$ cat config.mk
export PLATFORM = sky130hd
export DESIGN_NAME = whbc_front_flat
export DESIGN_NICKNAME = d
export VERILOG_FILES = /design/src/hw/rtl/whbc_pkg.sv /design/src/hw/rtl/whbc_if.sv /design/src/hw/rtl/whbc_front.sv /design/src/flat_wrapper.sv
export SDC_FILE = /design/constraint.sdc
export NUM_CORES = 2
export LEC_CHECK = 0
export ABC_CLOCK_PERIOD_IN_PS = 14400
export BUFFER_PORTS_ARGS = -buffer_cell sky130_fd_sc_hd__clkbuf_2
export CAP_MARGIN = 20
export CORE_MARGIN = 1.5
export CORE_UTILIZATION = 64
export DETAILED_ROUTE_END_ITERATION = 12
export GPL_TIMING_DRIVEN = 0
export PLACE_DENSITY = 0.82
export RECOVER_POWER = 50
export SETUP_SLACK_MARGIN = 0.1
export SYNTH_ARGS = -nofsm -noshare
export SYNTH_HDL_FRONTEND = slang
export SYNTH_SLANG_ARGS = --single-unit
$ cat constraint.sdc
create_clock -name vclk -period 14.4
set_input_delay 2.88 -clock vclk [all_inputs]
set_output_delay 2.88 -clock vclk [all_outputs]
set_load 0.1 [all_outputs]
$ cat src/hw/rtl/whbc_pkg.sv
package whbc_pkg;

  localparam int CoordW     = 7;
  localparam int CfgW       = 12;
  localparam int DimW       = 7;
  localparam int CfgIdxW    = 3;
  localparam int MaxGridDim = 64;
  localparam int CornerW    = 14;
  localparam int CornerMin  = -(1 << (CornerW - 1));
  localparam int CornerMax  = (1 << (CornerW - 1)) - 1;

  // Q8 cell size: |right - left| * 256 fits 20 bits plus sign
  localparam int CellW      = CfgW + 9;
  localparam int ResetCell  = (4095 * 256) / 16;
  localparam int ResetDim   = 16;
  localparam int ResetEdge  = 4095;

  localparam int PosW       = 30;
  localparam int SqW        = 56;
  localparam int RootW      = SqW / 2;
  localparam int UnitFrac   = 14;
  localparam int UnitOne    = 1 << UnitFrac;
  localparam int UnitW      = UnitFrac + 2;
  localparam int QuoW       = UnitFrac + 1;
  localparam int NumW       = PosW + UnitFrac;
  localparam int FifoDepth  = 2;

  typedef enum logic [CfgIdxW-1:0] {
    RegGridLeft,
    RegGridTop,
    RegGridRight,
    RegGridBottom,
    RegGridRows,
    RegGridCols
  } cfg_reg_e;

  typedef struct packed {
    logic [CfgW-1:0]         left;
    logic [CfgW-1:0]         top;
    logic signed [CellW-1:0] cw;
    logic signed [CellW-1:0] ch;
    logic                    busy;
  } geo_t;

  typedef struct packed {
    logic signed [PosW-1:0]  x1;
    logic signed [PosW-1:0]  y1;
    logic signed [PosW-1:0]  dx;
    logic signed [PosW-1:0]  dy;
    logic signed [CellW-1:0] ext;
    logic signed [CellW-1:0] th;
    logic                    nf;
    logic                    last;
  } item_t;

endpackage

$ cat src/hw/rtl/whbc_if.sv
interface whbc_in_if import whbc_pkg::*; ();
  logic                     valid;
  logic                     ready;
  logic signed [CoordW-1:0] start_col;
  logic signed [CoordW-1:0] start_row;
  logic signed [CoordW-1:0] end_col;
  logic signed [CoordW-1:0] end_row;
  logic                     last_word;

  modport source(output valid, start_col, start_row, end_col, end_row, last_word,
                 input ready);
  modport sink(input valid, start_col, start_row, end_col, end_row, last_word,
               output ready);
endinterface


$ cat src/hw/rtl/whbc_front.sv
module whbc_front import whbc_pkg::*; (
  input  geo_t        geo_i,
  whbc_in_if.sink     in_i,
  input  logic        full_i,
  output logic        push_o,
  output item_t       item_o
);

  logic signed [CoordW:0]  diff_c, diff_r;
  logic signed [PosW-1:0]  px, py;
  logic signed [CellW:0]   half_w, half_h, quarter;
  logic signed [CellW-1:0] cw_h, ch_h, sel;

  assign in_i.ready = !full_i && !geo_i.busy;
  assign push_o     = in_i.valid && in_i.ready;

  always_comb begin
    diff_c = in_i.end_col - in_i.start_col;
    diff_r = in_i.end_row - in_i.start_row;
    px     = in_i.start_col * geo_i.cw;
    py     = in_i.start_row * geo_i.ch;

    half_w = geo_i.cw;
    if (geo_i.cw < 0) half_w = geo_i.cw + 1;
    half_h = geo_i.ch;
    if (geo_i.ch < 0) half_h = geo_i.ch + 1;
    quarter = geo_i.cw + geo_i.ch;
    if (quarter < 0) quarter = quarter + 3;
    cw_h = CellW'(half_w >>> 1);
    ch_h = CellW'(half_h >>> 1);

    item_o.dx  = diff_c * geo_i.cw;
    item_o.dy  = diff_r * geo_i.ch;
    item_o.x1  = PosW'($signed({1'b0, geo_i.left, 8'b0})) + px + PosW'(cw_h);
    item_o.y1  = PosW'($signed({1'b0, geo_i.top, 8'b0})) + py + PosW'(ch_h);
    item_o.ext = cw_h;

    // orientation: near-zero dx is vertical, near-zero dy horizontal
    if (item_o.dx >= -2 && item_o.dx <= 2) sel = cw_h;
    else if (item_o.dy >= -2 && item_o.dy <= 2) sel = ch_h;
    else sel = CellW'(quarter >>> 2);
    item_o.th = sel - CellW'(512);

    item_o.nf = (in_i.start_col == -1) || (in_i.start_row == -1) ||
                (in_i.end_col == -1) || (in_i.end_row == -1);
    item_o.last = in_i.last_word;
  end

endmodule

$ cat src/flat_wrapper.sv
// flat-port wrapper written by rule: the top's interface ports become plain ports
module whbc_front_flat import whbc_pkg::*;
  (geo_i, full_i, push_o, item_o, in_i_valid, in_i_start_col, in_i_start_row, in_i_end_col, in_i_end_row, in_i_last_word, in_i_ready);
  whbc_in_if in_i_i ();
  input  geo_t geo_i;
  input  logic full_i;
  output logic push_o;
  output item_t item_o;
  input wire logic [$bits(in_i_i.valid)-1:0] in_i_valid;
  input wire logic [$bits(in_i_i.start_col)-1:0] in_i_start_col;
  input wire logic [$bits(in_i_i.start_row)-1:0] in_i_start_row;
  input wire logic [$bits(in_i_i.end_col)-1:0] in_i_end_col;
  input wire logic [$bits(in_i_i.end_row)-1:0] in_i_end_row;
  input wire logic [$bits(in_i_i.last_word)-1:0] in_i_last_word;
  output wire logic [$bits(in_i_i.ready)-1:0] in_i_ready;
  assign in_i_i.valid = in_i_valid;
  assign in_i_i.start_col = in_i_start_col;
  assign in_i_i.start_row = in_i_start_row;
  assign in_i_i.end_col = in_i_end_col;
  assign in_i_i.end_row = in_i_end_row;
  assign in_i_i.last_word = in_i_last_word;
  assign in_i_ready = in_i_i.ready;
  whbc_front u_core (.geo_i(geo_i), .in_i(in_i_i), .full_i(full_i), .push_o(push_o), .item_o(item_o));
endmodule
==> impl_metrics.json <==
{
  "worst_pin_slew_ns": 1.352,
  "start_kind": "input port",
  "place_hpwl_mm": 73.21,
  "syn_to_final_growth_pct": 12.88,
  "ys_warn_count": 0,
  "drv_slew": 0,
  "yosysMostFrequentCell": "inv_1",
  "cap_violations": 0,
  "dpl_worst_slack_ns": -1.275,
  "drc": 0,
  "vias_per_cell": 5.847,
  "drive_gt1_share_pct": 12.05,
  "nNetsFinal": 4845,
  "track_usage_pct": 36.10,
  "clock_buffers": 0,
  "firstDrtPassIters": 5,
  "crit_fanout": 10,
  "hold_viol_final": 0,
  "place_congestion": 0.9374,
  "fp.dieW_um": 217.9,
  "drt_wl_total_mm": 85.24,
  "dpl_cell_area_um2": 32520,
  "crit_top_cell": "fa_1",
  "io_pins": 264,
  "antenna_found_initial": 2,
  "grt_pass1_vias": 25733,
  "start_util_pct": 65.01,
  "max_freq_mhz": 70.40,
  "whs_endpoint": "item_o[0]",
  "synth_area_um2": 29560,
  "relSlewSlack_pct": 10.28,
  "critPathCaptureType": "primary output",
  "postSynthAreaPerCell_um2": 8.212,
  "n_antenna_cell": 0,
  "fin_crit_sh_pct": 98.65,
  "die_h_um": 217.9,
  "vias": 26210,
  "placedCellCount": 4464,
  "min_path_type": "input port to primary output",
  "cpPeakStageDelay_ns": 0.55,
  "numPortBuffers": 263,
  "yosys.cell_types.count": 82,
  "synth_top_area_cell": "fa_1",
  "required_ns": 11.52,
  "fp-row-count": 78,
  "grt_pass1_wl_mm": 135.2,
  "setup_violations": 0,
  "core_um2": 45480,
  "slowest_stage": "fa_1",
  "grt_max_degree": 15,
  "drtIter0Drc": 2303,
  "stdcell_area_um2": 33370,
  "timing.hold.worst.start": "in_i_last_word",
  "drtAntennaViolNets": 0,
  "synth_nets": 4560,
  "fin_crit_ns": 14.21,
  "seqCellArea_um2": 0,
  "criticalPathCategory": "input port to primary output",
  "cp.arrival_ns": 11.33,
  "die_area_um2": 47490,
  "ys_seq_area_share_pct": 0,
  "flops_and_latches": 0,
  "rsz0062_at_grt": "yes",
  "timing.hold.ws_ns": 6.353,
  "syn-instance-count": 3600,
  "synth_top_cell_area_share_pct": 34.74,
  "synth_commonest_cells": "inv_1 (657), fa_1 (513), and2_1 (389)",
  "worst_slack_ns": 0.1945,
  "status": "complete, no violations",
  "wl_per_cell_um": 19.01,
  "final_cells": 4483,
  "overflow": 0,
  "hold_buffers": 0,
  "ys_top_cells_by_area": "fa_1 (35%), ha_1 (15%), inv_1 (8.3%), and2_1 (8.2%), xnor2_1 (4.7%)",
  "hold_path_depth": 2
}
-- worst max-delay path by stage --
stage / endpoint / slack [ns] / startpoint / cells after the start
2_1_floorplan: item_o[21] / -0.07 / in_i_end_row[0] / 35
3_3_place_gp: item_o[22] / -1.09 / in_i_start_col[1] / 35
3_5_place_dp: item_o[22] / -1.27 / in_i_start_col[1] / 35
4_1_cts: item_o[14] / 0.11 / in_i_start_row[2] / 34
5_1_grt: item_o[21] / -0.07 / in_i_end_col[0] / 38
6_report: item_o[21] / 0.19 / in_i_start_col[0] / 38
-- logic make-up (layout without fill, tap and decap cells) --
family          after synthesis  after routing  synth area share (%)
xor+xnor                    234            234                 6.958
simple gates               1195           1195                 21.52
mux                          29             29                 1.066
compound gates              474            474                 10.64
fa+ha+maj                   862            862                 49.51
buf+inv                     806           1089                 10.31
-- worst max-delay path, delay by kind of cell --
kind / cells / cell delay, ns
multiplexers: 2 / 0.70
adder cells (fa/ha/maj): 8 / 2.76
XOR/XNOR: 3 / 0.56
AND/OR/NAND/NOR: 6 / 1.54
AO/OA/AOI/OAI: 9 / 1.72
buffers and inverters: 10 / 1.16
-- repair_timing --
| action | in CTS | in global routing |
|---|---|---|
| pin swaps | 9 | 44 |
| setup endpoints to repair | 25 | 33 |
| gates cloned | 1 | 0 |
| setup buffers | 7 | 21 |
| resized for setup | 69 | 185 |
-- metrics by stage --
stage / utilization (%) / setup TNS (ns)
global route: 73.38 / -0.08009
detailed placement: 71.50 / -15.38
floorplan: - / -0.06505
global placement: 71.49 / -11.97
CTS: 72.16 / 0
finish: 73.38 / 0
-- final cells by class --
| class | count | area [um^2] |
|---|---|---|
| inverters | 657 | 2490 |
| plain buffers | 139 | 710.7 |
| well taps | 600 | 750.7 |
| fillers | 3609 | 12110 |
| multi-input cells | 2794 | 27780 |
| repair buffers | 293 | 1642 |
-- cells in the final DEF, fill, tap and decap left out, drive strengths merged, types with 56 or more instances in the layout --
master,synthesis,final
a21oi,132,132
and2,389,389
buf,14,65
clkbuf,135,367
fa,513,513
ha,349,349
inv,657,656
nand2,253,253
nand2b,56,56
nor2,172,172
nor2b,68,68
nor3,56,56
o21ai,96,96
xnor2,159,159
xor2,75,75
-- per-layer routing --
metal  track usage (%)  vias up  routed length, um
met5                 0        -                 13
met2             53.51     1332              36250
met4             10.55        2               3199
met1             53.65    12668              36640
met3             6.667      200               9139
li1                  -    12008                  -
Power is not shown: default switching activity piles up to over one toggle a cycle in this logic, so the estimate is an artifact.
