**src/hw/rtl/whbc_pkg.sv**
```systemverilog
package whbc_pkg;

  localparam int CoordW     = 7;
  localparam int CfgW       = 12;
  localparam int DimW       = 7;
  localparam int CfgIdxW    = 3;
  localparam int MaxGridDim = 64;
  localparam int CornerW    = 14;
  localparam int CornerMin  = -(1 << (CornerW - 1));
  localparam int CornerMax  = (1 << (CornerW - 1)) - 1;

  // Q8 cell size: |right - left| * 256 fits 20 bits plus sign
  localparam int CellW      = CfgW + 9;
  localparam int ResetCell  = (4095 * 256) / 16;
  localparam int ResetDim   = 16;
  localparam int ResetEdge  = 4095;

  localparam int PosW       = 30;
  localparam int SqW        = 56;
  localparam int RootW      = SqW / 2;
  localparam int UnitFrac   = 14;
  localparam int UnitOne    = 1 << UnitFrac;
  localparam int UnitW      = UnitFrac + 2;
  localparam int QuoW       = UnitFrac + 1;
  localparam int NumW       = PosW + UnitFrac;
  localparam int FifoDepth  = 2;

  typedef enum logic [CfgIdxW-1:0] {
    RegGridLeft,
    RegGridTop,
    RegGridRight,
    RegGridBottom,
    RegGridRows,
    RegGridCols
  } cfg_reg_e;

  typedef struct packed {
    logic [CfgW-1:0]         left;
    logic [CfgW-1:0]         top;
    logic signed [CellW-1:0] cw;
    logic signed [CellW-1:0] ch;
    logic                    busy;
  } geo_t;

  typedef struct packed {
    logic signed [PosW-1:0]  x1;
    logic signed [PosW-1:0]  y1;
    logic signed [PosW-1:0]  dx;
    logic signed [PosW-1:0]  dy;
    logic signed [CellW-1:0] ext;
    logic signed [CellW-1:0] th;
    logic                    nf;
    logic                    last;
  } item_t;

endpackage

```
**src/hw/rtl/whbc_fifo.sv**
```systemverilog
module whbc_fifo import whbc_pkg::*; (
  input  logic  clk_i,
  input  logic  rst_ni,
  input  logic  push_i,
  input  item_t wdata_i,
  output logic  full_o,
  input  logic  pop_i,
  output logic  valid_o,
  output item_t rdata_o
);

  localparam int PtrW = (FifoDepth > 1) ? $clog2(FifoDepth) : 1;
  localparam int CntW = $clog2(FifoDepth + 1);

  item_t           mem [FifoDepth];
  logic [PtrW-1:0] wr_q, rd_q;
  logic [CntW-1:0] cnt_q;
  logic            do_pop;

  assign valid_o = cnt_q != '0;
  assign full_o  = cnt_q == CntW'(FifoDepth);
  assign do_pop  = pop_i && valid_o;
  assign rdata_o = mem[rd_q];

  function automatic logic [PtrW-1:0] inc(input logic [PtrW-1:0] p);
    return (p == PtrW'(FifoDepth - 1)) ? '0 : p + 1'b1;
  endfunction

  always_ff @(posedge clk_i) begin
    if (push_i) mem[wr_q] <= wdata_i;
  end

  always_ff @(posedge clk_i or negedge rst_ni) begin
    if (!rst_ni) begin
      wr_q  <= '0;
      rd_q  <= '0;
      cnt_q <= '0;
    end else begin
      if (push_i) wr_q <= inc(wr_q);
      if (do_pop) rd_q <= inc(rd_q);
      if (push_i && !do_pop) cnt_q <= cnt_q + 1'b1;
      else if (do_pop && !push_i) cnt_q <= cnt_q - 1'b1;
    end
  end

endmodule

```
**config.mk**
```make
export PLATFORM = sky130hd
export DESIGN_NAME = whbc_fifo
export DESIGN_NICKNAME = d
export VERILOG_FILES = /design/src/hw/rtl/whbc_pkg.sv /design/src/hw/rtl/whbc_fifo.sv
export SDC_FILE = /design/constraint.sdc
export NUM_CORES = 1
export LEC_CHECK = 0
export BUFFER_PORTS_ARGS = -buffer_cell sky130_fd_sc_hd__buf_4
export CAP_MARGIN = 10
export CELL_PAD_IN_SITES_DETAIL_PLACEMENT = 0
export CELL_PAD_IN_SITES_GLOBAL_PLACEMENT = 1
export CORE_ASPECT_RATIO = 1.2
export CORE_MARGIN = 4
export CORE_UTILIZATION = 40
export CTS_CLUSTER_SIZE = 10
export DETAILED_ROUTE_END_ITERATION = 12
export PLACE_DENSITY_LB_ADDON = 0.1
export SLEW_MARGIN = 20
export SYNTH_ARGS = -nofsm -noshare
export SYNTH_HDL_FRONTEND = slang
export SYNTH_SLANG_ARGS = --single-unit
```
**constraint.sdc**
```tcl
create_clock -name clk_i -period 8.2 [get_ports clk_i]
set_input_delay 2.05 -clock clk_i [delete_from_list [all_inputs] [get_ports clk_i]]
set_output_delay 2.05 -clock clk_i [all_outputs]
set_load 0.1 [all_outputs]
```
==> impl_metrics.yaml, run 1 <==
run_status:
  status: "finished clean"
synthesis:
  ys_top_cells_by_count: "edfxtp_1 (328), mux2_2 (164), buf_6 (17), dfrtp_1 (4), xor2_1 (3)"
  synthArstFlopShare_pct: 1.20
  syn_inst: 526
  yosysMostFrequentCell: "edfxtp_1"
  seq_area_frac_synth_pct: 82.4
  yosys-top-cells-area: "edfxtp_1 (82%), mux2_2 (15%), buf_6 (1.6%), dfrtp_1 (0.83%), xor2_1 (0.22%)"
  syn-cell-area_sq_mm: 0.0121
  synth_cell_types: 13
  synth_seq_cells: 332
  yosys_warnings: 0
  syn_area_per_cell_sq_um: 23.0
  synth_top_cell_area_share_pct: 81.5
  synth_edf_count: 328
  ys.flop_type: "edfxtp_1"
  syn-num-nets: 695
  synth_top_area_cell: "edfxtp_1"
cts:
  htreeDepth: 2
  cts_tree: "built"
  cts_root_buf: "clkbuf_16"
  cts_buffers: 39
  clock_latency_ns: 0.51
  cts_setup_buffers: 0
  clkSlewWorstSetupHoldPaths_ns: 0.05
  cts.sinks: 332
  ctsHoldBuffers: 0
  cts_resized: 0
  clk_path_buf_depth: 3
hold_path:
  hold_class: "reg2reg"
grt:
  antenna_found_initial: 0
  grt_pass1_wl_um: 38700
  grt_pass1_vias: 6855
  grt.total_usage_pct: 15.2
  grt_max_degree: 83
  grt_overflow_total: 0
sta:
  fmax_mhz: 190
  relSlewSlack_pct: 27.1
  fin_setup_tns_ns: 0
  fin_skew_ns: 0.0158
  drv_slew: 0
  setup_violations: 0
  worst_slew_pin_slew_ns: 1.09
  grt_setup_unrepaired: "no"
  layout_worst_path_cycle_share_pct: 64.2
  post-route-min-period_ns: 5.26
  hold_violations: 0
critical_path:
  path_cells: "buf_4 -> mux2_2 -> buf_4"
  worst-path-max-fanout: 74
  path_class: "reg2out"
  critical_path_buf_inv_count: 2
  crit_family: "buffers and inverters"
  crit_path_start_kind: "flip-flop"
  critPathMaxStageDelay_ns: 1.06
  critical_path_arrival_ns: 3.21
  path_common_cell: "buf_4"
  critPathCaptureType: "primary output"
  r2r_slack_ns: 5.83
  worst_path_max_delay_cell: "dfrtp_4"
  cp.required_ns: 6.15
floorplanning:
  start_util_pct: 40.7
  die_w_um: 167
  dieArea_sq_mm: 0.0331
  rows: 69
  io_pins: 334
  coreArea_sq_mm: 0.0297
  die_height_um: 198
drt:
  routed_wl_um: 26000
  dr.pass1.iters: 4
  wire_per_inst_um: 20.2
  drc: 0
  ant_nets: 0
  drt_iter0_drc: 319
  vias: 6120
  viasPerCell: 4.75
finish:
  layout.nets: 1057
  antennaDiodeCount: 0
  area_growth_pct: 32.5
  drive_gt1_share_pct: 61.1
  nFillCells: 2418
place:
  dpl.hpwl_um: 17300
  numPortBuffers: 333
  place_congestion: 0.728
flow_run:
  drv_cap: 0
[per-layer routing]
| layer | global-route usage [%] | wire length (um) | part of all wire, % |
|---|---|---|---|
| met1 | 17.1 | 9430 | 36 |
| met2 | 26.1 | 13300 | 51 |
| met3 | 6.10 | 2400 | 9.2 |
| met4 | 6.18 | 885 | 3.4 |
| met5 | 0 | 0 | 0 |
[registers in the layout, summed over array words and instances (netlist names)]
| signal | count |
|---|---|
| wr_q | 1 |
| cnt_q | 2 |
| mem | 328 |
| rd_q | 1 |
[cell usage in the layout, fill, tap and decap left out]
cell type and count:
nand2_1 1, nor2_1 1, nor2b_1 1, ha_1 1, xor2_1 3, and2_4 1, or2_2 1, dfrtp_1 3
xnor2_1 2, edfxtp_1 328, mux2_2 164, clkinvlp_4 1, nor2b_4 1, buf_4 338, clkbuf_16 41, clkbuf_1 10
buf_6 1, dfrtp_4 1
[metrics by stage]
step	std cells	area (sq um)	hold slack, ns	utilization (%)	setup WS (ns)
after floorplan	526	12100	0.447	-	1.44
after global placement	1237	14900	0.472	50.3	3.44
after detailed placement	1237	14900	0.475	50.3	3.41
after CTS	1289	16000	0.493	53.9	2.84
after global routing	1289	16000	0.534	53.9	2.75
final	1289	16000	0.492	53.9	2.94
[cell families after synthesis]
kind of cell	count (synthesis)	share of synthesized area, %
xor+xnor	5	0.363
fa+ha+maj	1	0.104
buf+inv	18	1.63
flops	332	82.4
mux	164	15.3
simple gates	6	0.269
[worst paths after layout]
path                                from     endpoint  cells after the start
worst max-delay path                rd_q  rdata_o[47]                      3
worst min-delay path            cnt_q[1]     cnt_q[1]                      1
worst max register to register      wr_q  mem[0][110]                      2
worst min register to register  cnt_q[1]     cnt_q[1]                      1
max in group asynchronous         rst_ni         rd_q                      1
min in group asynchronous         rst_ni         rd_q                      1
[layout make-up]
| class | instances | area, sq um | share of cell area [%] |
|---|---|---|---|
| flip-flops and latches | 332 | 9950 | 62.2 |
| clock inverters | 1 | 7.51 | 0.0469 |
| well taps | 390 | 488 | 3.05 |
| multi-input cells | 176 | 1950 | 12.2 |
| clock buffers | 51 | 1060 | 6.64 |
| repair buffers | 339 | 2550 | 15.9 |
Power of run 1 is left out: the tool's default activity adds up to more than one toggle a clock period on the data nets, which glitch-free logic cannot reach.
==> run 2: changes to the inputs <==
Settings changed: ABC_AREA set to 1, CORE_UTILIZATION 40 to 41.
Clock period 8.2 ns to 5.11 ns, I/O delays scaled along.
==> impl_metrics.yaml, run 2 <==
synthesis:
  yosysMostFrequentCell: "nand2_1"
  synth_edf_count: 328
  synth_compound_area_share_pct: 0
  seq_area_frac_synth_pct: 82.3
  syn-num-nets: 1053
  synth_top_cell_area_share_pct: 81.5
  yosys_warnings: 0
  synth_top_area_cell: "edfxtp_1"
  synthArstFlopShare_pct: 1.20
  synth_mux_area_share_pct: 0
  syn_inst: 884
  syn-cell-area_sq_mm: 0.0121
  ys.flop_type: "edfxtp_1"
  syn_area_per_cell_sq_um: 13.7
  synthXorXnorAreaFrac_pct: 0.145
  yosys-top-cells-area: "edfxtp_1 (81%), nand2_1 (16%), buf_2 (1.4%), dfrtp_1 (0.83%), inv_1 (0.19%)"
  synth_top_family_by_area: "simple AND/OR/NAND/NOR gates"
  synth_fa_ha_area_share_pct: 0.103
  synth_cell_types: 13
  synth_seq_cells: 332
  ys_top_cells_by_count: "nand2_1 (501), edfxtp_1 (328), buf_2 (35), inv_1 (6), dfrtp_1 (4)"
  yosys.area_share.simple_pct: 15.8
floorplanning:
  dieArea_sq_mm: 0.0323
  start_util_pct: 41.8
  die_height_um: 196
  coreArea_sq_mm: 0.0289
  rows: 68
  io_pins: 334
  die_w_um: 165
cts:
  cts.sinks: 332
  cts_buffers: 39
  cts_root_buf: "clkbuf_16"
  clock_latency_ns: 0.51
  clk_path_buf_depth: 3
  cts_tree: "built"
  clkSlewWorstSetupHoldPaths_ns: 0.05
  ctsHoldBuffers: 0
  htreeDepth: 2
  cts_setup_buffers: 0
  cts_resized: 0
sta:
  setup_violations: 0
  fin_skew_ns: 0.00697
  layout_worst_path_cycle_share_pct: 84.2
  hold_violations: 0
  fin_setup_tns_ns: 0
  grt_setup_unrepaired: "no"
  fin_ws_ns: 0.810
  worst_slew_pin_slew_ns: 0.947
  post-route-min-period_ns: 4.30
  fmax_mhz: 233
  relSlewSlack_pct: 36.8
  drv_slew: 0
drt:
  routed.top_layer: "met4"
  drc: 0
  wl_met2_um: 14100
  met1_length_um: 10600
  wl_met3_um: 2980
  vias: 7498
  viasPerCell: 4.57
  drt_iter0_drc: 437
  ant_nets: 0
  wire_per_inst_um: 17.3
  dr.pass1.iters: 4
  routed_wl_um: 28400
place:
  place_congestion: 0.715
  dpl.hpwl_um: 18500
  numPortBuffers: 333
  post-place-ws_ns: 1.29
flow_run:
  drv_cap: 0
finish:
  multi_input_area_sq_mm: 0.00194
  largest_register_ffs: 328
  final_common_cell: "nand2_1"
  reg.largest.list: "mem x328, cnt_q x2"
  area_growth_pct: 33.6
  seqCellArea_sq_mm: 0.00995
  layout_common_cells: "nand2_1 (501), buf_4 (347), edfxtp_1 (328)"
  regMostFlops: "mem"
  antennaDiodeCount: 0
  nFillCells: 2450
  drive_gt1_share_pct: 31.5
  layout.nets: 1407
critical_path:
  critPathCaptureType: "primary output"
  crit_path_start_kind: "flip-flop"
  critical_path_arrival_ns: 3.02
  cp.required_ns: 3.83
  path_class: "reg2out"
  worst-path-max-fanout: 78
grt:
  grt.total_usage_pct: 16.9
  grt_pass1_vias: 7428
  grt_overflow_total: 0
  grt_max_degree: 96
  grt_pass1_wl_um: 41500
  antenna_found_initial: 0
hold_path:
  hold_class: "reg2reg"
run_status:
  status: "finished clean"
run 2: cell count changes after synthesis, sizes merged:
| cell | delta |
|---|---|
| and2 | -1 |
| buf | +17 |
| clkbuf | +1 |
| inv | +7 |
| mux2 | -164 |
| nand2 | +500 |
| nand3 | +2 |
| nand4 | +1 |
| nor2 | +1 |
| nor2b | -2 |
| or2 | -1 |
| xnor2 | -1 |
| xor2 | -2 |
run 2: cell families (layout without fill, tap and decap cells):
family / after synthesis / count (layout)
xor+xnor: 2 / 2
fa+ha+maj: 1 / 1
buf+inv: 43 / 413
flops: 332 / 332
simple gates: 506 / 506
run 2: per-layer routing:
metal,up-vias,track usage (%)
li1,3679,-
met1,3513,19.6
met2,260,28.8
met3,46,6.91
met4,0,5.02
met5,-,0
run 2: layout make-up:
cell class | count | share of cell area (%)
inverter | 7 | 0.209
multi-input combinational | 509 | 12.0
clock buffer | 56 | 6.70
sequential | 332 | 61.6
timing repair buffer | 349 | 16.4
tap | 385 | 2.98
clock inverter | 1 | 0.0542
run 2: worst max-delay path: stages, from the launching register on:
cell and delay, ns:
dfrtp_4 0.70, inv_4 0.67, buf_4 0.49, nand2_1 0.09, nand2_1 0.13, buf_4 0.31
run 2: worst paths after layout:
kind,start,endpoint,slack [ns],cells after the start
setup / recovery,rd_q,rdata_o[76],0.81,5
hold / removal,cnt_q[1],cnt_q[1],0.48,2
setup reg to reg,wr_q,mem[1][18],2.96,3
hold reg to reg,cnt_q[1],cnt_q[1],0.48,2
max in group asynchronous,rst_ni,rd_q,4.44,1
min in group asynchronous,rst_ni,cnt_q[0],0.55,1
run 2: stage by stage:
step                      hold slack [ns]  util [%]  instances  instance area (sq um)
final                               0.477      55.8       1639                  16100
after global routing                0.523      55.8       1639                  16100
after CTS                           0.485      55.8       1639                  16100
after detailed placement            0.468      52.0       1582                  15100
after global placement              0.459      52.0       1581                  15000
after floorplan                     0.442         -        884                  12100
Power of run 2 is left out for the same reason.
==> run 3: changes to the inputs <==
Clock period 5.11 ns to 4.3 ns, I/O delays scaled along.
==> impl_metrics.yaml, run 3 (synthesis gave the netlist of run 2 again) <==
cts:
  clkSlewWorstSetupHoldPaths_ns: 0.06
  cts_buffers: 39
  cts_root_buf: "clkbuf_16"
  ctsHoldBuffers: 0
  cts.sinks: 332
  cts_resized: 0
  cts_tree: "built"
  htreeDepth: 2
  cts_setup_buffers: 0
  clk_path_buf_depth: 3
  clock_latency_ns: 0.50
floorplanning:
  io_pins: 334
  die_height_um: 196
  dieArea_sq_mm: 0.0323
  coreArea_sq_mm: 0.0289
  start_util_pct: 41.8
  die_w_um: 165
  rows: 68
finish:
  area_growth_pct: 33.5
  final_common_cell: "nand2_1"
  reg.largest.list: "mem x328, cnt_q x2"
  final_cells: 1628
  regMostFlops: "mem"
  drive_gt1_share_pct: 31.3
  stdcell_area_sq_mm: 0.0161
  layout_common_cells: "nand2_1 (501), buf_4 (336), edfxtp_1 (328)"
  largest_register_ffs: 328
  layout.nets: 1401
sta:
  setup_violations: 0
  relSlewSlack_pct: 30.1
  drv_slew: 0
  worst_slew_pin_slew_ns: 1.05
  fin_setup_tns_ns: 0
  post-route-min-period_ns: 3.45
  holdWs_ns: 0.366
  layout_worst_path_cycle_share_pct: 80.1
  grt_setup_unrepaired: "no"
  fin_skew_ns: 0.0135
  fmax_mhz: 290
  hold_violations: 0
drt:
  drc: 0
  viasPerCell: 4.58
  ant_nets: 0
  dr.pass1.iters: 4
  vias: 7453
  routed_wl_um: 28100
  drt_iter0_drc: 309
  wire_per_inst_um: 17.3
grt:
  antenna_found_initial: 4
  grt_pass1_wl_um: 41600
  grt_overflow_total: 0
  grt_max_degree: 166
  grt.total_usage_pct: 16.7
  grt_pass1_vias: 7395
critical_path:
  path_class: "reg2out"
  path_common_cell: "nand2_1"
  crit_family: "buffers and inverters"
  critical_path_buf_inv_count: 3
  worst_path_max_delay_cell: "dfrtp_4"
  critical_path_arrival_ns: 2.37
  crit_path_start_kind: "flip-flop"
  critPathMaxStageDelay_ns: 0.50
  worst-path-max-fanout: 55
  critPathCaptureType: "primary output"
  path_cells: "inv_4 -> buf_12 -> nand2_1 -> nand2_1 -> buf_4"
  cp.required_ns: 3.22
place:
  dpl.hpwl_um: 18000
  place_congestion: 0.744
  placedCellCount: 1576
  numPortBuffers: 333
  place_area_sq_mm: 0.0151
hold_path:
  hold_class: "in2async"
run_status:
  status: "finished clean"
flow_run:
  drv_cap: 0
## run 3: path summary, 6_finish.rpt
check	start	endpoint	slack (ns)	cells after the start
max	rd_q	rdata_o[18]	0.85	5
min	rst_ni	wr_q	0.37	1
max reg2reg	wr_q	mem[1][23]	2.16	3
min reg2reg	cnt_q[1]	cnt_q[1]	0.47	2
max in group asynchronous	rst_ni	rd_q	3.80	1
min in group clk_i	cnt_q[1]	cnt_q[1]	0.47	2
## run 3: stage by stage
step / worst slack (ns) / utilization (%)
floorplan: 0.313 / -
global placement: 1.27 / 52.1
detailed placement: 1.31 / 52.1
CTS: 0.779 / 55.8
global route: 0.698 / 55.8
finish: 0.854 / 55.8
## run 3: final cells by class
| type | count | area [sq um] |
|---|---|---|
| well taps | 385 | 482 |
| clock inverters | 2 | 11.3 |
| clock buffers | 49 | 1060 |
| fillers | 2422 | 12800 |
| repair buffers | 343 | 2660 |
| multi-input cells | 509 | 1940 |
| flip-flops and latches | 332 | 9950 |
| inverters | 7 | 32.5 |
| diodes | 1 | 2.50 |
## run 3: worst reg2reg max path, stage by stage (launching register included)
cell and delay, ns:
dfrtp_1 0.43, nand2_1 0.12, clkinvlp_4 0.77, buf_12 0.51
## run 3: per-layer routing
layer  global-route usage, %  wire length, um  vias up
met5                       0               43        -
met4                    4.84              686        6
met3                    6.37             2810       50
met2                    27.7            13600      253
met1                    20.4            11000     3473
li1                        -                -     3671
Power of run 3 is left out for the same reason.
