[src/hw/rtl/whbc_pkg.sv]
package whbc_pkg;

  localparam int CoordW     = 7;
  localparam int CfgW       = 12;
  localparam int DimW       = 7;
  localparam int CfgIdxW    = 3;
  localparam int MaxGridDim = 64;
  localparam int CornerW    = 14;
  localparam int CornerMin  = -(1 << (CornerW - 1));
  localparam int CornerMax  = (1 << (CornerW - 1)) - 1;

  // Q8 cell size: |right - left| * 256 fits 20 bits plus sign
  localparam int CellW      = CfgW + 9;
  localparam int ResetCell  = (4095 * 256) / 16;
  localparam int ResetDim   = 16;
  localparam int ResetEdge  = 4095;

  localparam int PosW       = 30;
  localparam int SqW        = 56;
  localparam int RootW      = SqW / 2;
  localparam int UnitFrac   = 14;
  localparam int UnitOne    = 1 << UnitFrac;
  localparam int UnitW      = UnitFrac + 2;
  localparam int QuoW       = UnitFrac + 1;
  localparam int NumW       = PosW + UnitFrac;
  localparam int FifoDepth  = 2;

  typedef enum logic [CfgIdxW-1:0] {
    RegGridLeft,
    RegGridTop,
    RegGridRight,
    RegGridBottom,
    RegGridRows,
    RegGridCols
  } cfg_reg_e;

  typedef struct packed {
    logic [CfgW-1:0]         left;
    logic [CfgW-1:0]         top;
    logic signed [CellW-1:0] cw;
    logic signed [CellW-1:0] ch;
    logic                    busy;
  } geo_t;

  typedef struct packed {
    logic signed [PosW-1:0]  x1;
    logic signed [PosW-1:0]  y1;
    logic signed [PosW-1:0]  dx;
    logic signed [PosW-1:0]  dy;
    logic signed [CellW-1:0] ext;
    logic signed [CellW-1:0] th;
    logic                    nf;
    logic                    last;
  } item_t;

endpackage

[src/hw/rtl/whbc_cfg.sv]
module whbc_cfg import whbc_pkg::*; (
  input  logic               clk_i,
  input  logic               rst_ni,
  input  logic               cfg_we_i,
  input  logic [CfgIdxW-1:0] cfg_idx_i,
  input  logic [CfgW-1:0]    cfg_data_i,
  output geo_t               geo_o
);

  localparam int DivW = CfgW + 8;
  localparam int CntW = $clog2(DivW + 1);

  typedef enum logic [1:0] {Idle, Load, Run, Done} state_e;

  state_e                  state_q;
  logic [CfgW-1:0]         left_q, top_q, right_q, bottom_q;
  logic [DimW-1:0]         rows_q, cols_q;
  logic signed [CellW-1:0] cw_q, ch_q;
  logic [CntW-1:0]         cnt_q;
  logic [DivW-1:0]         quo_c_q, quo_r_q;
  logic [DimW-1:0]         rem_c_q, rem_r_q, div_c_q, div_r_q;
  logic                    neg_c_q, neg_r_q;

  logic signed [CfgW:0]    diff_c, diff_r;
  logic [DimW:0]           nxt_c, nxt_r;
  logic                    ge_c, ge_r;
  logic [DimW-1:0]         dim_c, dim_r;

  function automatic logic [DimW-1:0] clamp_dim(input logic [DimW-1:0] d);
    logic [DimW-1:0] r;
    r = d;
    if (d == '0) r = DimW'(1);
    else if (d > DimW'(MaxGridDim)) r = DimW'(MaxGridDim);
    return r;
  endfunction

  always_comb begin
    diff_c = $signed({1'b0, right_q}) - $signed({1'b0, left_q});
    diff_r = $signed({1'b0, bottom_q}) - $signed({1'b0, top_q});
    dim_c  = clamp_dim(cols_q);
    dim_r  = clamp_dim(rows_q);
    nxt_c  = {rem_c_q, quo_c_q[DivW-1]};
    nxt_r  = {rem_r_q, quo_r_q[DivW-1]};
    ge_c   = nxt_c >= {1'b0, div_c_q};
    ge_r   = nxt_r >= {1'b0, div_r_q};
  end

  always_ff @(posedge clk_i or negedge rst_ni) begin
    if (!rst_ni) begin
      state_q  <= Idle;
      left_q   <= '0;
      top_q    <= '0;
      right_q  <= CfgW'(ResetEdge);
      bottom_q <= CfgW'(ResetEdge);
      rows_q   <= DimW'(ResetDim);
      cols_q   <= DimW'(ResetDim);
      cw_q     <= CellW'(ResetCell);
      ch_q     <= CellW'(ResetCell);
      cnt_q    <= '0;
      quo_c_q  <= '0;
      quo_r_q  <= '0;
      rem_c_q  <= '0;
      rem_r_q  <= '0;
      div_c_q  <= '0;
      div_r_q  <= '0;
      neg_c_q  <= 1'b0;
      neg_r_q  <= 1'b0;
    end else if (cfg_we_i) begin
      state_q <= Load;
      case (cfg_reg_e'(cfg_idx_i))
        RegGridLeft:   left_q   <= cfg_data_i;
        RegGridTop:    top_q    <= cfg_data_i;
        RegGridRight:  right_q  <= cfg_data_i;
        RegGridBottom: bottom_q <= cfg_data_i;
        RegGridRows:   rows_q   <= cfg_data_i[DimW-1:0];
        RegGridCols:   cols_q   <= cfg_data_i[DimW-1:0];
        default: ;
      endcase
    end else begin
      case (state_q)
        Load: begin
          neg_c_q <= diff_c[CfgW];
          neg_r_q <= diff_r[CfgW];
          quo_c_q <= {(diff_c[CfgW] ? CfgW'(-diff_c) : CfgW'(diff_c)), 8'b0};
          quo_r_q <= {(diff_r[CfgW] ? CfgW'(-diff_r) : CfgW'(diff_r)), 8'b0};
          rem_c_q <= '0;
          rem_r_q <= '0;
          div_c_q <= dim_c;
          div_r_q <= dim_r;
          cnt_q   <= CntW'(DivW);
          state_q <= Run;
        end
        Run: begin
          rem_c_q <= ge_c ? DimW'(nxt_c - {1'b0, div_c_q}) : DimW'(nxt_c);
          rem_r_q <= ge_r ? DimW'(nxt_r - {1'b0, div_r_q}) : DimW'(nxt_r);
          quo_c_q <= {quo_c_q[DivW-2:0], ge_c};
          quo_r_q <= {quo_r_q[DivW-2:0], ge_r};
          cnt_q   <= cnt_q - 1'b1;
          if (cnt_q == CntW'(1)) state_q <= Done;
        end
        Done: begin
          cw_q    <= neg_c_q ? -CellW'(quo_c_q) : CellW'(quo_c_q);
          ch_q    <= neg_r_q ? -CellW'(quo_r_q) : CellW'(quo_r_q);
          state_q <= Idle;
        end
        default: state_q <= Idle;
      endcase
    end
  end

  assign geo_o.left = left_q;
  assign geo_o.top  = top_q;
  assign geo_o.cw   = cw_q;
  assign geo_o.ch   = ch_q;
  assign geo_o.busy = (state_q != Idle) || cfg_we_i;

endmodule

[config.mk]
export PLATFORM = sky130hd
export DESIGN_NAME = whbc_cfg
export DESIGN_NICKNAME = d
export VERILOG_FILES = /design/src/hw/rtl/whbc_pkg.sv /design/src/hw/rtl/whbc_cfg.sv
export SDC_FILE = /design/constraint.sdc
export NUM_CORES = 1
export LEC_CHECK = 0
export BUFFER_PORTS_ARGS = -buffer_cell sky130_fd_sc_hd__buf_2
export CORE_MARGIN = 4
export CORE_UTILIZATION = 50
export DETAILED_ROUTE_END_ITERATION = 16
export PLACE_DENSITY = 0.71
export SYNTH_ARGS = -nofsm -noshare
export SYNTH_HDL_FRONTEND = slang
export SYNTH_SLANG_ARGS = --single-unit
export TNS_END_PERCENT = 1
[constraint.sdc]
create_clock -name clk_i -period 5.9 [get_ports clk_i]
set_clock_uncertainty 0.1 [all_clocks]
set_input_delay 0.59 -clock clk_i [delete_from_list [all_inputs] [get_ports clk_i]]
set_output_delay 0.59 -clock clk_i [all_outputs]
set_load 0.01 [all_outputs]
==> reports/results.ini, run 1 <==
[detailed_routing]
drc_errors = 0
drtIter0Drc = 599
via_per_inst = 5.41
wl_per_cell_um = 15.2
firstDrtPassIters = 5
routed_wl_um = 21900
vias = 7823
ant_nets = 0

[cts]
clock_path_buffers = 2
cts_resized = 0
ctsRootBufferMaster = clkbuf_16
clkSinkCount = 181
post_cts_buffers = 0
clkLatencyLatePin_ps = 430
clkSlewWorstSetupHoldPaths_ps = 70
hold_buffers = 0
numCtsBuffers = 17
h-tree-depth = 4
cts_tree = yes

[pwr]
clkPwrFrac_pct = 19.8
irDropWorstVdd_mv = 0.238
intPower_uw = 3300
p_sw_share_pct = 40.8
p_comb_share_pct = 44.4
cellLeakagePower_uw = 0.00516
switching_power_uw = 2270
seq_power_share_pct = 35.8
power_density_nw_per_um2 = 489

[finish]
final_cell_mix = 176 x nand2_1, 158 x o21ai_0, 131 x dfrtp_1
final_common_cell = nand2_1
nNetsFinal = 1238
regArea_um2 = 4590
antenna_cells = 0
drive_above_1_share_pct = 19.2
layout.cells.non_filler = 1446
multi_input_area_um2 = 5180
syn2layout_area_growth_pct = 11.7
num-fill-cells = 1738

[grt]
grt_overflow_total = 0
grt_pass1_vias = 7350
grt_start_max_net_pins = 96
grt_pass1_wl_um = 36900
grt_usage_pct = 20.1
antenna_found_initial = 0

[sta]
worstMarginPinSlew_ps = 1070
rsz0062_at_grt = false
finalSetupTns_ps = 0
hold_viol_final = 0
setup_slack_ps = 2470
period_needed_ps = 3430
clock.fmax_ghz = 0.292
maxSlewViolCount = 0
fin_crit_sh_pct = 58.1
slew_headroom_pct = 28.8
setup_violations = 0

[die]
core_area_um2 = 19700
start_util_pct = 51.7
ios = 85
rows = 51
die_width_um = 151
dieArea_um2 = 22700
dieHeight_um = 151

[min_path]
min_path_type = in2async

[placed_design]
dp_slack_ps = 2160
dpl.cell_count = 1414
routabilityCongestion = 0.829
io_buffers = 84
dpl.hpwl_um = 15600

[synthesis]
syn_avg_cell_area_um2 = 9.20
yosysTopAreaCell = dfrtp_1
async_reset_ff_share_pct = 100
postSynthCellCount = 1107
yosysSeqAreaShare_pct = 45.1
yosysWarnings = 0
synth.area.top_cells = dfrtp_1 32%, dfstp_2 13%, o21ai_0 7.8%, nand2_1 6.5%, ha_1 5.9%
yosysTopAreaCellShare_pct = 32.2
synth_nets = 1177
synth-seq-cells = 181
synth_edf_count = 0
netlist_area_um2 = 10200
synth.distinct_cells = 67
ys.flop_type = dfrtp_1

[critical_path]
crit_arrival_ps = 3650
start_kind = flop
worst-path-max-fanout = 13
reg2reg_depth = 12
worst_ep_required_time_ps = 6120
worst_setup_path_end_kind = flop
crit_type = reg2reg

[outcome]
status = completed

[run]
cap_violations = 0

-- flip-flops by register name, summed over array words and instances, names as in the netlist --
name	count
rem_c_q	7
quo_c_q	20
div_c_q	7
right_q	12
left_q	12
div_r_q	7
cnt_q	5
cols_q	7
quo_r_q	20
rem_r_q	7
neg_c_q	1
rows_q	7
neg_r_q	1
top_q	12
cw_q	21
ch_q	21
bottom_q	12
state_q	2
-- metal layers --
layer  up-vias  GRT usage [%]  wire (um)
met5         -              0          0
met4         0           5.71        334
met3        16           3.25       1050
met2       178           29.7       9470
met1      3688           30.5      11100
li1       3941              -          -
-- synth_stat cells, types with 3 or more instances --
library cell,n
o21a_1,7
fa_1,4
dfrtp_1,131
nand4_1,3
ha_1,48
nand2_1,176
a21o_1,11
and3_1,4
o211ai_1,3
nor2_1,68
or4_1,4
o31ai_1,19
mux2i_1,4
dfstp_2,50
xor2_1,36
clkbuf_1,44
nor2b_1,16
mux2_2,40
o41ai_1,4
a211oi_1,5
xnor2_1,34
nand2b_1,23
or3_1,13
o22ai_1,6
a31oi_1,4
o21ai_1,3
inv_1,58
a21oi_1,46
o21ai_0,159
nand3_1,25
nor3_1,13
-- stage by stage --
step	hold slack, ps	total power [uW]	area [um2]	util [%]
after detailed placement	366	4480	10800	54.8
after floorplan	194	3820	10200	-
final	131	5560	11400	57.7
after CTS	177	5590	11400	57.7
after global routing	207	6030	11400	57.7
after global placement	356	4410	10800	54.8
-- area by class of cell --
type / instances / area share (%)
clock inverter: 14 / 1.19
clock buffer: 18 / 3.86
inverter: 59 / 1.95
sequential: 181 / 40.4
timing repair buffer: 91 / 4.21
tap: 265 / 2.91
multi-input combinational: 818 / 45.5
-- worst paths after layout --
check                         startpoint          end  slack (ps)
max                          bottom_q[0]  quo_r_q[17]        2470
min                               rst_ni   quo_r_q[6]         130
max reg2reg                  bottom_q[0]  quo_r_q[17]        2470
min reg2reg                      cw_q[5]      cw_q[5]         370
max in group asynchronous         rst_ni    rows_q[3]        4230
min in group clk_i         cfg_data_i[9]     top_q[9]         320
-- power groups by stage --
stage               clock [uW]  sequential [uW]  combinational [uW]
floorplan                    0             1980                1840
global placement             0             2000                2410
detailed placement           0             2010                2460
CTS                       1120             1990                2480
global route              1180             2050                2800
finish                    1100             1990                2470
-- worst max-delay path, stage by stage (launching register included) --
cell and delay (ps):
dfstp_2 530, inv_1 40, ha_1 190, fa_1 400
nor2b_1 170, o2111ai_1 190, a311oi_1 310, a211oi_1 110
o21ai_1 720, a41oi_1 120, xnor2_1 190, a21oi_1 80
a21o_1 170
-- cells by family after synthesis --
family,after synthesis,synth area share [%]
compound gates,287,16.6
buf+inv,108,4.23
fa+ha+maj,52,6.68
mux,44,4.82
flops,181,45.1
xor+xnor,71,6.24
simple gates,364,16.4
Power figures use the tool's default switching activity.
==> run 2, diff against run 1 <==
clock period = 3.2 ns   (was 5.9 ns; I/O delays follow)
==> reports/results.ini, run 2 (same netlist as run 1, synthesis figures left out) <==
[placed_design]
dpl.hpwl_um = 16200
dp_slack_ps = 70.4
placed_cell_area_um2 = 10900
routabilityCongestion = 0.846
io_buffers = 84

[sta]
maxSlewViolCount = 0
setup_slack_ps = 145
rsz0062_at_grt = true
worstMarginPinSlew_ps = 886
setup_violations = 0
finalSetupTns_ps = 0
slew_headroom_pct = 40.0
clock.fmax_ghz = 0.327
fin_crit_sh_pct = 95.5
hold_viol_final = 0
period_needed_ps = 3060

[critical_path]
worst_setup_path_end_kind = flop
crit_start = bottom_q[4]
worst_ep_required_time_ps = 3400
path_buf_inv = 0
path_delay_family = simple AND/OR/NAND/NOR gates
r2r-end = quo_r_q[19]
crit_arrival_ps = 3250
worst-path-max-fanout = 6
crit_chain = ha_1 > or4_1 > o211ai_1 > a21oi_1 > o211ai_1 > and4b_1 > a31oi_1 > xnor3_1 > nor2_1 > o22ai_1
cpMostUsedCell = o211ai_1
start_kind = flop
crit_end = quo_r_q[19]
regToRegStartpoint = bottom_q[4]
cp.depth = 10
reg2reg_slack_ps = 140
reg2reg_depth = 10
crit_type = reg2reg
cpPeakStageDelay_ps = 550
cpMaxStageDelayCell = or4_1

[finish]
drive_above_1_share_pct = 20.8
final_common_cell = nand2_1
syn2layout_area_growth_pct = 14.1
antenna_cells = 0
nNetsFinal = 1250
final_cell_mix = 176 x nand2_1, 155 x o21ai_0, 131 x dfrtp_1
num-fill-cells = 1708
reg_top3 = ch_q (21), cw_q (21)
final_area_um2 = 11600

[die]
start_util_pct = 51.7
ios = 85
core_area_um2 = 19700
rows = 51
dieArea_um2 = 22700
die_width_um = 151
dieHeight_um = 151

[grt]
grt_usage_pct = 20.8
grt_pass1_wl_um = 37900
antenna_found_initial = 0
grt_overflow_total = 0
grt_start_max_net_pins = 80
grt_pass1_vias = 7570

[cts]
numCtsBuffers = 17
cts_tree = yes
clkSlewWorstSetupHoldPaths_ps = 70
clkSinkCount = 181
clkLatencyLatePin_ps = 430
ctsRootBufferMaster = clkbuf_16
clock_path_buffers = 2
h-tree-depth = 4

[pwr]
cellLeakagePower_uw = 0.00528
finalPower_uw = 10800
power_density_nw_per_um2 = 927
irDropWorstVdd_mv = 0.454

[detailed_routing]
wl_per_cell_um = 15.5
vias = 7907
firstDrtPassIters = 5
met3RoutedLength_um = 1050
highest_layer = met4
drc_errors = 0
ant_nets = 0
drtIter0Drc = 563
routed_wl_um = 22600
m1WireLength_um = 11300
via_per_inst = 5.42
dr_wl_met2_um = 9790

[min_path]
min_path_type = in2reg
hold_path_startpoint = cfg_data_i[9]
whs_path_depth = 3

[outcome]
status = completed

[run]
cap_violations = 0

## run 2: cell count changes in the layout (fill, tap and decap cells not counted), sizes merged
cell and delta:
buf +11, bufinv +5, clkinv -1, clkinvlp -1, dlygate4sd3 +1, inv -3
## run 2: routing by layer
metal / track usage, % / vias up
li1: - / 3978
met5: 0 / -
met2: 31.2 / 181
met3: 3.61 / 22
met1: 30.9 / 3726
met4: 6.30 / 0
## run 2: layout make-up
class | count | area (um2) | area share, %
Multi-Input combinational cell | 818 | 5230 | 45.0
Tap cell | 265 | 332 | 2.85
Timing Repair Buffer | 103 | 584 | 5.03
Clock buffer | 18 | 439 | 3.78
Sequential cell | 181 | 4590 | 39.5
Inverter | 59 | 221 | 1.91
Clock inverter | 14 | 223 | 1.92
## run 2: repair_timing
action                                 in CTS  in global routing
endpoints found under the hold margin      58                  0
setup buffers                               0                  1
setup endpoints to repair                   0                 23
hold buffers                                1                  0
gates resized for setup                     0                 15
## run 2: where the power goes
group | total (uW) | switching (uW) | leakage, uW | internal [uW]
clock | 2350 | 928 | 0.000323 | 1420
sequential | 3670 | 612 | 0.00219 | 3060
combinational | 4750 | 2690 | 0.00277 | 2060
## run 2: worst reg2reg max path, delay by kind of cell, from the launching register on
family / cells / cell delay [ps]
simple gates: 3 / 940
compound gates: 5 / 840
flops: 1 / 530
fa+ha+maj: 1 / 280
xor+xnor: 1 / 240
## run 2: how the worst min path moves through the flow
stage | to | slack [ps]
2_1_floorplan | ch_q[0] | -80
6_report | left_q[9] | 50
4_1_cts | top_q[9] | 40
3_5_place_dp | ch_q[3] | 310
5_1_grt | left_q[9] | 70
3_3_place_gp | ch_q[3] | 310
## run 2: metrics by stage
stage	std cells	util, %	hold slack [ps]
final	1458	58.9	51.6
after global routing	1458	58.9	71.0
after CTS	1457	58.6	37.7
after detailed placement	1424	55.2	310
after global placement	1424	55.2	312
after floorplan	1107	-	-75.6
==> run 3, diff against run 2 <==
CAP_MARGIN = 20   (was not set)
RECOVER_POWER = 100   (was not set)
clock period = 4 ns   (was 3.2 ns; I/O delays follow)
==> reports/results.ini, run 3 (same netlist as run 1, synthesis figures left out) <==
[detailed_routing]
vias = 7821
routed_wl_um = 22100
ant_nets = 0
wl_per_cell_um = 15.2
firstDrtPassIters = 5
drtIter0Drc = 537
drc_errors = 0
via_per_inst = 5.39

[critical_path]
regToRegStartpoint = right_q[0]
crit_type = reg2reg
reg2reg_slack_ps = 660
worst_setup_path_end_kind = flop
reg2reg_depth = 12
worst-path-max-fanout = 5
r2r-end = quo_c_q[19]
start_kind = flop
worst_ep_required_time_ps = 4220
crit_arrival_ps = 3560

[die]
start_util_pct = 51.7
core_area_um2 = 19700
dieArea_um2 = 22700
die_width_um = 151
dieHeight_um = 151
rows = 51
ios = 85

[finish]
reg_top3 = ch_q (21), cw_q (21)
nNetsFinal = 1244
drive_above_1_share_pct = 12.6
multi_input_area_um2 = 5130
regArea_um2 = 4590
num-fill-cells = 1791
antenna_cells = 0
final_common_cell = nand2_1
utilization_pct = 57.3
final_cell_mix = 176 x nand2_1, 161 x o21ai_0, 131 x dfrtp_1
syn2layout_area_growth_pct = 11.0

[outcome]
violations = max-capacitance violations, max-slew violations
status = finished with violations

[cts]
numCtsBuffers = 17
clkLatencyLatePin_ps = 440
post_cts_buffers = 0
cts_tree = yes
clkSinkCount = 181
cts_resized = 0
h-tree-depth = 4
clkSlewWorstSetupHoldPaths_ps = 70
ctsRootBufferMaster = clkbuf_16
clock_path_buffers = 2

[sta]
slew_headroom_pct = -15.7
setup_slack_ps = 657
period_needed_ps = 3340
setup_violations = 0
worstMarginPinSlew_ps = 1720
rsz0062_at_grt = false
maxSlewViolCount = 129
whs_ps = 138
finalSetupTns_ps = 0
clock.fmax_ghz = 0.299
hold_viol_final = 0
fin_crit_sh_pct = 83.6

[grt]
grt_start_max_net_pins = 79
grt_pass1_wl_um = 37600
grt_usage_pct = 20.6
grt_pass1_vias = 7408
antenna_found_initial = 0
grt_overflow_total = 0

[min_path]
hold_path_startpoint = cfg_data_i[8]
min_to = left_q[8]
min_path_type = in2reg
whs_path_depth = 3

[pwr]
cellLeakagePower_uw = 0.00495
finalPower_uw = 8290
power_density_nw_per_um2 = 734
irDropWorstVdd_mv = 0.387

[placed_design]
routabilityCongestion = 0.852
dp_slack_ps = 806
dpl.hpwl_um = 16100
io_buffers = 84

[run]
cap_violations = 3

run 3: cell types whose count changed in the layout (fill, tap and decap cells not counted), moves of 3 or more:
cell and change:
clkbuf_1 +69, buf_2 -63, buf_4 -14, o21ai_0 +6
o21ai_1 -6, dfstp_1 +5, dfstp_2 -5, a21oi_1 +3
a21oi_2 -3, bufinv_16 -3, clkbuf_2 +3, inv_8 +3
o31ai_1 +3
run 3: how the worst max path moves through the flow:
stage          cells after the start  slack (ps)  startpoint           to
5_1_grt                           12         410  right_q[0]  quo_c_q[19]
3_3_place_gp                      12         890  right_q[0]  quo_c_q[19]
2_1_floorplan                     12        1030  right_q[0]  quo_c_q[18]
6_report                          12         660  right_q[0]  quo_c_q[19]
3_5_place_dp                      12         810  right_q[0]  quo_c_q[19]
4_1_cts                           12         790  right_q[0]  quo_c_q[19]
run 3: layout make-up:
class	instances	area share [%]
Clock inverter	15	1.67
Timing Repair Buffer	97	3.66
Multi-Input combinational cell	818	45.4
Clock buffer	17	3.76
Sequential cell	181	40.6
Inverter	59	1.96
Tap cell	265	2.93
run 3: what timing repair did:
| item | CTS | global route |
|---|---|---|
| endpoints found under the setup margin | 0 | 0 |
| hold buffers | 1 | 0 |
| endpoints found under the hold margin | 55 | 0 |
run 3: metal layers:
metal,global-route usage [%],up-vias,share of wire [%]
met5,0,-,0
met4,4.85,0,1.1
met3,3.49,21,4.1
met2,31.6,149,45
met1,30.5,3694,50
li1,-,3957,-
run 3: per-stage QoR:
stage               instance area, um2  instances
CTS                              11500       1452
global placement                 10900       1419
floorplan                        10200       1107
global route                     11300       1452
finish                           11300       1452
detailed placement               10900       1419
run 3: report_power, final:
part           internal, uW  switching (uW)
Combinational          1530            2080
Sequential             2440             495
Clock                   952             788
Total                  4930            3360
run 3: worst max-delay path: stages (launching register included):
cell and delay (ps):
dfstp_2 520, inv_1 40, ha_1 200, fa_1 400, nor2b_1 130, o21ai_0 110
a21oi_1 360, o21a_1 180, o211ai_1 160, or2_0 250, o41ai_1 430, xnor2_1 130
o311ai_2 220
